===== src/bpc_pkg.sv =====
// Package for the barometer compensation block: sequencer states, register
// indexes, scheme constants and the 24-bit saturation helper.
// No dependencies.
`timescale 1ns / 1ps

package bpc_pkg;

  // configuration register indexes
  localparam logic [1:0] REG_CAL_A = 2'd0;
  localparam logic [1:0] REG_CAL_B = 2'd1;
  localparam logic [1:0] REG_CAL_C = 2'd2;
  localparam logic [1:0] REG_OSS   = 2'd3;

  // command / kind codes
  localparam logic CMD_TEMP = 1'b0;
  localparam logic CMD_PRES = 1'b1;

  // output range
  localparam logic signed [23:0] VAL_MAX = 24'sh7FFFFF;
  localparam logic signed [23:0] VAL_MIN = -24'sh800000;

  // scheme constants
  localparam logic signed [27:0] B6_OFS    = 28'sd4000;
  localparam logic signed [63:0] X3_OFS    = 64'sd32768;
  localparam logic [16:0]        PRS_SCALE = 17'd50000;
  localparam logic signed [27:0] C_SQ      = 28'sd3038;
  localparam logic signed [27:0] C_LIN     = -28'sd7357;
  localparam logic signed [63:0] C_OFS     = 64'sd3791;

  // shared divider geometry
  localparam int unsigned DIV_NUM_W = 34;
  localparam int unsigned DIV_DEN_W = 20;

  typedef enum logic [4:0] {
    S_IDLE,
    S_T_MUL,
    S_T_X1,
    S_T_DIV,
    S_P_SQ,
    S_P_SQS,
    S_P_X2,
    S_P_X1,
    S_P_B3,
    S_P_X3,
    S_P_B4,
    S_P_B7,
    S_P_DIV,
    S_P_WAIT,
    S_P_C1,
    S_P_C2,
    S_P_C3,
    S_P_C4,
    S_OUT
  } bpc_state_e;

  // divider status
  typedef struct packed {
    logic busy;
    logic done;
  } bpc_div_sts_t;

  // clamp to 24-bit signed, error bit on top
  function automatic logic [24:0] sat24(input logic signed [63:0] v);
    logic [24:0] r;
    if (v > 64'(VAL_MAX)) begin
      r = {1'b1, VAL_MAX};
    end else if (v < 64'(VAL_MIN)) begin
      r = {1'b1, VAL_MIN};
    end else begin
      r = {1'b0, v[23:0]};
    end
    return r;
  endfunction

endpackage


===== src/bpc_div.sv =====
// Shared restoring divider, one quotient bit per cycle, unsigned operands.
// Depends on bpc_pkg.
`timescale 1ns / 1ps

module bpc_div
  import bpc_pkg::*;
(
  input  logic                 clk_i,
  input  logic                 rst_ni,
  input  logic                 start_i,
  input  logic [DIV_NUM_W-1:0] dividend_i,
  input  logic [DIV_DEN_W-1:0] divisor_i,
  output bpc_div_sts_t         sts_o,
  output logic [DIV_NUM_W-1:0] quotient_o
);

  localparam int unsigned CNT_W = $clog2(DIV_NUM_W);

  logic                 busy_q, done_q;
  logic [CNT_W-1:0]     cnt_q;
  logic [DIV_NUM_W-1:0] quo_q;
  logic [DIV_DEN_W-1:0] rem_q, dvs_q;
  logic [DIV_DEN_W:0]   rem_sh;
  logic [DIV_DEN_W+1:0] trial;

  // shift in next dividend bit and try a subtract
  assign rem_sh = {rem_q, quo_q[DIV_NUM_W-1]};
  assign trial  = {1'b0, rem_sh} - {2'b00, dvs_q};

  always_ff @(posedge clk_i or negedge rst_ni) begin
    if (!rst_ni) begin
      busy_q <= 1'b0;
      done_q <= 1'b0;
      cnt_q  <= '0;
    end else begin
      done_q <= 1'b0;
      if (start_i && !busy_q) begin
        busy_q <= 1'b1;
        cnt_q  <= '0;
      end else if (busy_q) begin
        cnt_q <= cnt_q + 1'b1;
        if (cnt_q == CNT_W'(DIV_NUM_W - 1)) begin
          busy_q <= 1'b0;
          done_q <= 1'b1;
        end
      end
    end
  end

  // datapath
  always_ff @(posedge clk_i) begin
    if (start_i && !busy_q) begin
      quo_q <= dividend_i;
      rem_q <= '0;
      dvs_q <= divisor_i;
    end else if (busy_q) begin
      if (!trial[DIV_DEN_W+1]) begin
        rem_q <= trial[DIV_DEN_W-1:0];
        quo_q <= {quo_q[DIV_NUM_W-2:0], 1'b1};
      end else begin
        rem_q <= rem_sh[DIV_DEN_W-1:0];
        quo_q <= {quo_q[DIV_NUM_W-2:0], 1'b0};
      end
    end
  end

  assign sts_o.busy = busy_q;
  assign sts_o.done = done_q;
  assign quotient_o = quo_q;

endmodule


===== config.mk =====
export PLATFORM = sky130hd
export DESIGN_NAME = bpc_div
export DESIGN_NICKNAME = d
export VERILOG_FILES = /design/src/bpc_pkg.sv /design/src/bpc_div.sv
export SDC_FILE = /design/constraint.sdc
export NUM_CORES = 1
export LEC_CHECK = 0
export BUFFER_PORTS_ARGS = -buffer_cell sky130_fd_sc_hd__buf_2
export CAP_MARGIN = 40
export CORE_MARGIN = 5
export CORE_UTILIZATION = 55
export DETAILED_ROUTE_END_ITERATION = 8
export PLACE_DENSITY = 0.82
export RECOVER_POWER = 25
export SLEW_MARGIN = 20
export SYNTH_ARGS = -nofsm -noshare
export SYNTH_HDL_FRONTEND = slang
export SYNTH_SLANG_ARGS = --single-unit
export TNS_END_PERCENT = 50

===== constraint.sdc =====
create_clock -name clk_i -period 2.6 [get_ports clk_i]
set_input_delay 0.65 -clock clk_i [delete_from_list [all_inputs] [get_ports clk_i]]
set_output_delay 0.65 -clock clk_i [all_outputs]
set_load 0.01 [all_outputs]

* After elaboration in Yosys (flattened, before gate mapping)
Cells that the tools add are included.
Widths: inputs -> output; s select.
** Storage, ports and cells
- Register bits after elaboration :: 82
- Latch bits :: 0
- RAM bits :: 0
- Memory bits (read-only) :: 0
- Bits of input ports :: 57
- Output and inout port bits :: 36
- Logic and storage cells :: 24
- Memories kept :: 0
** Operators by class
- Add/sub/neg operators :: 2
- Multipliers :: 0
- Div/mod/pow operators :: 0
- Magnitude comparators :: 0
- Equal/unequal tests :: 1
- Shifts and indexed selects :: 0
- Muxes and demuxes :: 12
- Bitwise operators :: 0
- Reduce and logical (&&, ||, !) cells :: 3
** Operators by type and width (number)
- $mux 34 :: 2
- $sub 21x20->22 :: 1
- $mux 20 :: 1
- $mux 6 :: 2
- $mux 1 :: 7
- $add 6x1->6 const B :: 1
- $eq 6x6->1 const B :: 1
- $reduce_bool 2->1 :: 1
- $logic_and 1x1->1 :: 1
- $logic_not 1->1 :: 1

* Longest topological paths before layout
Gate-level depths: netlist of the first run.
- Depth after elaboration :: 4
- Gate-level depth with buffers :: 11
- Mapped depth without buffers :: 11

* Worst setup path before layout of the first run
OpenSTA, ideal clock, no wires.
- Path kind :: register to register
- Start :: register quo_q[33], in the netlist quotient_o[33]
- End :: register rem_q[18]
- Library setup time :: 87 ps
- Data arrival time :: 2141 ps
- Required time :: 2513 ps
- Path slack :: 372 ps
- Cell stages (with the launch flop) :: 12
- Cell sequence :: edfxtp_1 inv_1 ha_1 fa_1 nor2b_1 o31ai_1 nand2_1 and4bb_2 o21ai_0 a22oi_1 xnor2_1 o31ai_1
** On the way
- Longest elaborated chain between the ends :: 2
** RTL lines
- start, declared :: RTL line bpc_div.sv:21 : logic [DIV_NUM_W-1:0] quo_q;
- start signal, assigned :: RTL line bpc_div.sv:53 : quo_q <= dividend_i;
- start signal, assigned :: RTL line bpc_div.sv:59 : quo_q <= {quo_q[DIV_NUM_W-2:0], 1'b1};
- start signal, assigned :: RTL line bpc_div.sv:62 : quo_q <= {quo_q[DIV_NUM_W-2:0], 1'b0};
- $sub 21x20->22 :: RTL line bpc_div.sv:28 : assign trial = {1'b0, rem_sh} - {2'b00, dvs_q};
- $mux 20 :: RTL line bpc_div.sv:57 : if (!trial[DIV_DEN_W+1]) begin
- end signal, assigned :: RTL line bpc_div.sv:58 : rem_q <= trial[DIV_DEN_W-1:0];
- end signal, assigned :: RTL line bpc_div.sv:61 : rem_q <= rem_sh[DIV_DEN_W-1:0];
- end, declared :: RTL line bpc_div.sv:22 : logic [DIV_DEN_W-1:0] rem_q, dvs_q;
Every way passes these cells.
A chain may end at the register's enable or synchronous reset.

* Worst setup path in the final report of the first run
- Start :: register rem_q[13]
- End :: register rem_q[10]
** On the way
- Longest elaborated chain between the ends :: 2
** RTL lines (RTL line)
- $sub 21x20->22 :: bpc_div.sv:28
- $mux 20 :: bpc_div.sv:57
Every way passes these cells.

==> impl_metrics.tcl, run 1 <==
set metrics [dict create \
    p_leak_uw 0.00237 \
    pwr-share-seq 0.368 \
    hpwl_um 6950 \
    chipWidth_um 98.7 \
    area_delta_synth_final_pct 18.7 \
    first_iter_violations 187 \
    hold_path.class "in -> async" \
    clock_sinks 82 \
    p_per_area_nw_per_um2 1270 \
    cts_tree "yes" \
    finClkSkew_ns 0.0106 \
    grt_pass1_wl_um 16700 \
    synth_warnings 0 \
    ir_drop_v 0.000606 \
    fp.dieH_um 98.7 \
    num_vias 3585 \
    synth.distinct_cells 52 \
    cts_hold_buf 0 \
    worst_slew_margin_rel 0.289 \
    clockBufferDepth 2 \
    crit_type "reg -> reg" \
    first_global_vias 3652 \
    final_common_cell "nand2_1" \
    finalWirelength_um 10100 \
    io_buffers 92 \
    critPathLaunchType "register" \
    grt_max_degree 47 \
    io_pins 93 \
    synth-seq-area-share 0.513 \
    fin_util 0.668 \
    clock_power_share 0.157 \
    syn_area_per_cell_um2 9.81 \
    nFillCells 636 \
    cp.arrival_ns 2.76 \
    power_uw 6510 \
    rows 32 \
    setup_viol 0 \
    synth_edf_count 54 \
    initial_core_util 0.563 \
    synth_cells 441 \
    grt.overflow.total 0 \
    clkTransAtPathRegs_ns 0.09 \
    layout_common_cells "nand2_1, buf_2, edfxtp_1" \
    internal-power_uw 3940 \
    ys_ff_latch 82 \
    finalHoldViolCount 0 \
    antenna_found_initial 0 \
    layout-drive-gt1-share 0.243 \
    p_comb_frac 0.475 \
    swShare 0.395 \
    report.final.slew_viol_count 0 \
    ant_nets 0 \
    final_nets 619 \
    status "finished clean" \
    htreeDepth 3 \
    post-route-cell-area_um2 5140 \
    placedInstanceArea_um2 4910 \
    place.gp.congestion 0.928 \
    worst_pin_slew_ns 1.07 \
    fmax_ghz 0.401 \
    clock_latency_ns 0.35 \
    wire_per_inst_um 15.6 \
    period_needed_ns 2.49 \
    cts_root_buf "clkbuf_8" \
    worstPathMaxFanout 9 \
    die_area_um2 9740 \
    syn_area_um2 4330 \
    syn-num-nets 521 \
    switchingPower_uw 2570 \
    end_kind "register" \
    synthFlopType "edfxtp_1" \
    routed_via_density 5.55 \
    worstPathRequired_ns 2.86 \
    n_antenna_cell 0 \
    numCtsBuffers 9 \
    core_um2 7690 \
    track_usage 0.212 \
    maxCapViolCount 0 \
    drtPass1Iterations 5 \
    period_share 0.959 \
    route.detailed.drc 0 \
    regToRegSetupSlack_ns 0.11 \
    synthArstFlopShare 0.0976 \
]
## kinds of logic after synthesis
logic type               count (synthesis)  share of synthesized area
AND/OR/NAND/NOR                        183                      0.180
AO/OA/AOI/OAI                           91                      0.160
buffers and inverters                   47                     0.0477
adder cells (fa/ha/maj)                 23                     0.0682
flip-flops                              82                      0.513
XOR/XNOR                                15                     0.0304
## cell type report
class	count	area (um^2)	area share
flip-flops and latches	82	2220	0.432
multi-input cells	313	1920	0.374
repair buffers	104	543	0.106
clock buffers	10	128	0.0248
well taps	102	128	0.0248
inverters	29	109	0.0212
clock inverters	6	90.1	0.0175
## power groups by stage
| stage | Clock (uW) | Sequential, uW | Combinational, uW |
|---|---|---|---|
| 2_1_floorplan | 0 | 2480 | 2090 |
| 3_5_place_dp | 0 | 2390 | 3000 |
| 3_3_place_gp | 0 | 2390 | 2870 |
| 4_1_cts | 1040 | 2390 | 3010 |
| 5_1_grt | 1100 | 2460 | 3470 |
| 6_report | 1020 | 2400 | 3090 |
## path summary, 6_finish.rpt
check | start | end | cells after the start
hold / removal | rst_ni | done_q | 1
setup / recovery | rem_q[13] | rem_q[10] | 10
setup reg to reg | rem_q[13] | rem_q[10] | 10
hold reg to reg | rem_q[4] | rem_q[4] | 2
max in group asynchronous | rst_ni | cnt_q[0] | 1
min in group clk_i | divisor_i[0] | dvs_q[0] | 1
## registers in the layout, summed over array words and instances (netlist names)
| register | flops |
|---|---|
| cnt_q | 6 |
| busy_q | 1 |
| quotient_o | 34 |
| dvs_q | 20 |
| done_q | 1 |
| rem_q | 20 |
## worst max-delay path: stages, from the launching register on
cell and delay (ns):
dfxtp_1 0.34, ha_1 0.39, a21o_1 0.24, a21o_1 0.19, a21oi_1 0.24, nor2_1 0.07, nor2_1 0.26, o31a_4 0.27
buf_4 0.18, a32oi_1 0.10, o31ai_1 0.13
## Yosys cell counts (4+ instances only)
cell      count  area [um^2]
clkbuf_1      9         33.8
ha_1         22          275
a21oi_1      16         80.1
nand3_1      24          120
and3_1        4         25.0
o311ai_2      4         65.1
o31ai_1       9         67.6
dfrtp_1       8          200
o21ai_0      11         55.1
nor2_1       10         37.5
o21a_1        4         30.0
a32oi_1       9         78.8
dfxtp_1      20          400
a21o_1        7         52.6
buf_1         4         15.0
nand2_1     127          477
inv_1        27          101
edfxtp_1     54         1620
o21bai_1      4         30.0
xor2_1        7         61.3
xnor2_1       8         70.1
## stage by stage
step | worst slack (ns) | instances | hold slack (ns) | TNS (ns)
2_1_floorplan | 0.372 | 441 | 0.354 | 0
6_report | 0.106 | 646 | 0.191 | 0
3_3_place_gp | 0.189 | 627 | 0.468 | 0
4_1_cts | 0.0529 | 643 | 0.114 | 0
5_1_grt | -0.0292 | 646 | 0.231 | -0.0292
3_5_place_dp | 0.0778 | 627 | 0.479 | 0
## per-layer routing
| metal | GRT usage | share of wire |
|---|---|---|
| met4 | 0.0767 | 0.022 |
| met5 | 0 | 0 |
| met3 | 0.0644 | 0.085 |
| met1 | 0.266 | 0.41 |
| met2 | 0.348 | 0.48 |
## timing repair
| item | 4_1_cts | 5_1_grt |
|---|---|---|
| setup endpoints to repair | 0 | 8 |
| buffers inserted | 0 | 2 |
| resized for setup | 0 | 2 |
No activity file was read; power rests on OpenSTA's default activity.
==> run 2: changes to the inputs <==
Settings changed: BUFFER_PORTS_ARGS -buffer_cell sky130_fd_sc_hd__buf_2 to -buffer_cell sky130_fd_sc_hd__buf_4.
==> run 2 against run 1 <==
Effect of this change:
- sequential share of layout area shrank 2.1 points
- via count grew 0.33%
- clock skew shrank 0.0032 ns
- maximum frequency grew 2.0%
- total power grew 4.6%
- clock power grew 12%
- non-clock buffer count shrank 3
- core utilization grew 3.4 points
- cell count shrank 0.46%
- global-route usage is essentially flat
- register-to-register slack gained 0.05 ns
- routed wire length shrank 0.11%
- critical path type unchanged
- largest cell class unchanged
==> impl_metrics.tcl, run 2 (same netlist as run 1, synthesis figures left out) <==
set metrics [dict create \
    grt.overflow.total 0 \
    num_vias 3597 \
    report.final.slew_viol_count 0 \
    fmax_ghz 0.409 \
    p_per_area_nw_per_um2 1260 \
    nFillCells 582 \
    hold_path.class "in -> async" \
    placedInstanceArea_um2 5120 \
    final_common_cell "nand2_1" \
    htreeDepth 3 \
    finClkSkew_ns 0.00747 \
    grt_pass1_wl_um 16600 \
    cp_top_family "compound AO/OA/AOI/OAI gates" \
    cp.arrival_ns 2.70 \
    core_um2 7690 \
    clock_sinks 82 \
    r2r-end "rem_q[16]" \
    worst_slew_margin_rel 0.340 \
    rsz0062_at_grt "false" \
    place.gp.congestion 0.899 \
    io_pins 93 \
    critical_path.max_stage_delay_ns 0.41 \
    p_leak_uw 0.00246 \
    crit_end "rem_q[16]" \
    layout_common_cells "nand2_1, buf_4, edfxtp_1" \
    finalWirelength_um 10100 \
    routed_via_density 5.59 \
    reg2reg_from "quotient_o[33]" \
    first_global_vias 3616 \
    n_antenna_cell 0 \
    end_kind "register" \
    initial_core_util 0.563 \
    setup_viol 0 \
    cp_cell_sequence "inv_1 > ha_1 > fa_1 > nor2b_1 > o31ai_2 > nand3_1 > nand3_1 > a31oi_1 > o21a_1 > nor3_1 > a221o_1" \
    clock_latency_ns 0.36 \
    fp.dieH_um 98.7 \
    period_needed_ns 2.45 \
    final_nets 616 \
    maxCapViolCount 0 \
    antenna_found_initial 0 \
    period_share 0.941 \
    clockBufferDepth 2 \
    largest_reg_flops 34 \
    ant_nets 0 \
    dp_cells 625 \
    layout-drive-gt1-share 0.244 \
    clkTransAtPathRegs_ns 0.08 \
    post-route-cell-area_um2 5400 \
    critPathLaunchType "register" \
    route.detailed.drc 0 \
    worst_pin_slew_ns 0.990 \
    crit_type "reg -> reg" \
    worstPathRequired_ns 2.85 \
    crit_top_cell "nand3_1" \
    hpwl_um 7090 \
    regToRegSetupSlack_ns 0.15 \
    track_usage 0.212 \
    startpoint "quotient_o[33]" \
    cp_num_cells 11 \
    drtPass1Iterations 4 \
    wire_per_inst_um 15.7 \
    numCtsBuffers 9 \
    area_delta_synth_final_pct 24.7 \
    first_iter_violations 193 \
    ir_drop_v 0.000625 \
    status "finished clean" \
    cts_root_buf "clkbuf_8" \
    io_buffers 92 \
    grt_max_degree 47 \
    layout.cells.non_filler 643 \
    die_area_um2 9740 \
    cts_hold_buf 0 \
    cp_num_buf_inv 1 \
    cts_tree "yes" \
    tns_ns 0 \
    rows 32 \
    worstPathMaxFanout 3 \
    chipWidth_um 98.7 \
    critPathSlowestCell "fa_1" \
    finalHoldViolCount 0 \
    power_uw 6820 \
    r2r_cells 11 \
]
[run 2: stage by stage]
step                setup WS, ns  hold WS [ns]  utilization
floorplan                  0.372         0.354            -
finish                     0.154         0.187        0.702
detailed placement         0.128         0.471        0.666
CTS                       0.0589        0.0797        0.699
global route              0.0190         0.216        0.702
global placement           0.191         0.466        0.666
[run 2: cell type report]
cell class              count  area (um^2)  share of cell area
inverters                  29          109              0.0202
well taps                 102          128              0.0236
multi-input cells         313         1920               0.356
clock inverters             4         77.6              0.0144
flip-flops and latches     82         2220               0.412
clock buffers              12          176              0.0327
repair buffers            101          764               0.142
[run 2: timing repair]
action / CTS / global route
setup buffers: 0 / 1
endpoints found under the setup margin: 0 / 13
endpoints found under the hold margin: 0 / 0
gates resized for setup: 0 / 3
[run 2: worst min-delay path by stage]
stage / cells after the start / end / slack (ns) / startpoint
after floorplan: 0 / busy_q / 0.35 / rst_ni
after global placement: 1 / done_q / 0.47 / rst_ni
after detailed placement: 1 / cnt_q[5] / 0.47 / rst_ni
after CTS: 1 / cnt_q[3] / 0.08 / rst_ni
after global routing: 1 / cnt_q[3] / 0.22 / rst_ni
final: 1 / cnt_q[3] / 0.19 / rst_ni
[run 2: per-layer routing]
layer,GRT usage,routed length (um),up-vias
met5,0,0,-
met3,0.0729,820,26
li1,-,-,1755
met4,0.0725,224,0
met1,0.253,4180,1683
met2,0.358,4870,133
[run 2: power by group]
| part | internal, uW | switching, uW |
|---|---|---|
| combinational | 1520 | 1740 |
| clock | 659 | 484 |
| sequential | 2040 | 372 |
==> run 3: changes to the inputs <==
Settings changed: CORE_ASPECT_RATIO set to 0.5, CORE_UTILIZATION 55 to 45, PLACE_DENSITY 0.82 to 0.7.
Clock period 2.6 ns to 2.55 ns, I/O delays scaled along.
==> run 3 against run 2 <==
Effect of this change:
- total power rose by 2.6%
- combinational power up 3%
- critical path depth down 1
- die area rose by 21%
- largest power group unchanged
- clock skew fell by 0.0015 ns
- register-to-register slack better by 0.04 ns
- sequential power is essentially flat
- hold slack better by 0.011 ns
- core utilization decreased by 12 points
- design area up 1.7%
- global-route usage decreased by 3.2 points
==> impl_metrics.tcl, run 3 (same netlist as run 1, synthesis figures left out) <==
set metrics [dict create \
    setup_viol 0 \
    io_pins 93 \
    worst_slew_margin_rel 0.178 \
    htreeDepth 3 \
    ir_drop_v 0.000500 \
    nFillCells 840 \
    end_kind "register" \
    report.final.slew_viol_count 0 \
    period_needed_ns 2.36 \
    wire_per_inst_um 15.0 \
    pwr-share-seq 0.351 \
    p_comb_frac 0.479 \
    clockBufferDepth 2 \
    finClkSkew_ns 0.00594 \
    layout-drive-gt1-share 0.250 \
    core_um2 9420 \
    antenna_found_initial 0 \
    maxCapViolCount 0 \
    grt.overflow.total 0 \
    worst_pin_slew_ns 1.23 \
    crit_type "reg -> reg" \
    critPathLaunchType "register" \
    placedInstanceArea_um2 5220 \
    post-route-cell-area_um2 5490 \
    layout_common_cells "nand2_1, buf_4, edfxtp_1" \
    initial_core_util 0.460 \
    numCtsBuffers 9 \
    cts_hold_buf 0 \
    period_share 0.924 \
    final_common_cell "nand2_1" \
    power_uw 6990 \
    rows 25 \
    rsz0062_at_grt "false" \
    worstPathRequired_ns 2.77 \
    area_delta_synth_final_pct 26.9 \
    route.detailed.drc 0 \
    place_ws_ns 0.133 \
    hpwl_um 7000 \
    first_global_vias 3448 \
    clock_latency_ns 0.34 \
    fmax_ghz 0.425 \
    place.gp.congestion 0.882 \
    cts_root_buf "clkbuf_16" \
    status "finished clean" \
    routed_via_density 5.20 \
    first_iter_violations 373 \
    swShare 0.381 \
    chipWidth_um 149 \
    die_area_um2 11800 \
    grt_max_degree 54 \
    worstPathMaxFanout 12 \
    io_buffers 92 \
    tns_ns 0 \
    drtPass1Iterations 4 \
    ant_nets 0 \
    clock_power_share 0.170 \
    finalWirelength_um 10200 \
    r2r-end "rem_q[16]" \
    grt_pass1_wl_um 16800 \
    p_per_area_nw_per_um2 1270 \
    final_nets 622 \
    fp.dieH_um 79.3 \
    p_leak_uw 0.00249 \
    clkTransAtPathRegs_ns 0.06 \
    clock_sinks 82 \
    finalHoldViolCount 0 \
    fin_ws_ns 0.195 \
    largest_reg_flops 34 \
    num_vias 3547 \
    internal-power_uw 4330 \
    track_usage 0.180 \
    switchingPower_uw 2660 \
    regToRegSetupSlack_ns 0.19 \
    reg2reg_from "dvs_q[14]" \
    cts_tree "yes" \
    hold_path.class "in -> async" \
    r2r_cells 10 \
    n_antenna_cell 0 \
    cp.arrival_ns 2.58 \
]
==> run 3: changes by cell type in the layout (fill, tap and decap cells not counted), sizes merged <==
cell | before | now
bufinv | 2 | 0
buf | 79 | 84
clkinv | 2 | 6
clkbuf | 34 | 32
inv | 29 | 28
clkinvlp | 0 | 2
==> run 3: worst max-delay path by stage <==
stage                   start   endpoint  slack (ns)
3_5_place_dp   quotient_o[33]  rem_q[10]        0.13
3_3_place_gp         dvs_q[4]  rem_q[10]        0.16
5_1_grt        quotient_o[33]  rem_q[10]        0.03
4_1_cts             dvs_q[14]  rem_q[16]        0.10
6_report            dvs_q[14]  rem_q[16]        0.19
2_1_floorplan  quotient_o[33]  rem_q[18]        0.32
==> run 3: power groups by stage <==
stage	Clock (uW)	Combinational (uW)	Sequential, uW
floorplan	0	2130	2530
global placement	0	3230	2460
detailed placement	0	3300	2460
CTS	1210	3310	2450
global route	1280	3730	2540
finish	1190	3350	2450
==> run 3: timing repair <==
| action | in CTS | in global routing |
|---|---|---|
| setup buffers | 0 | 0 |
| endpoints found under the hold margin | 0 | 0 |
| setup endpoints to repair | 0 | 8 |
| resized for setup | 0 | 6 |
==> run 3: worst max-delay path, stage by stage (launching register included) <==
cell and delay, ns:
edfxtp_1 0.36, inv_1 0.07, ha_1 0.23, a21o_1 0.21, a21o_1 0.18, a21oi_1 0.27, nor2_1 0.09, nor2_2 0.18
o31a_4 0.29, nor3_1 0.08, a221o_1 0.29
==> run 3: area by class of cell <==
type	instances	area, um^2	share of cell area
multi-input combinational	313	1930	0.352
timing repair buffer	107	791	0.144
clock inverter	7	45.0	0.00820
sequential	82	2220	0.405
tap	135	169	0.0308
inverter	29	109	0.0198
clock buffer	9	225	0.0410
==> run 3: per-stage QoR <==
stage	std cells	hold slack, ns	util
4_1_cts	681	0.0943	0.583
2_1_floorplan	441	0.342	-
5_1_grt	682	0.227	0.583
6_report	682	0.198	0.583
3_5_place_dp	665	0.460	0.554
3_3_place_gp	665	0.462	0.554
==> run 3: per-layer routing <==
metal,track usage,vias to the layer above,wire length (um)
met5,0,-,0
met4,0.0682,0,166
met3,0.0627,14,748
met2,0.265,102,4480
met1,0.245,1661,4830
li1,-,1770,-
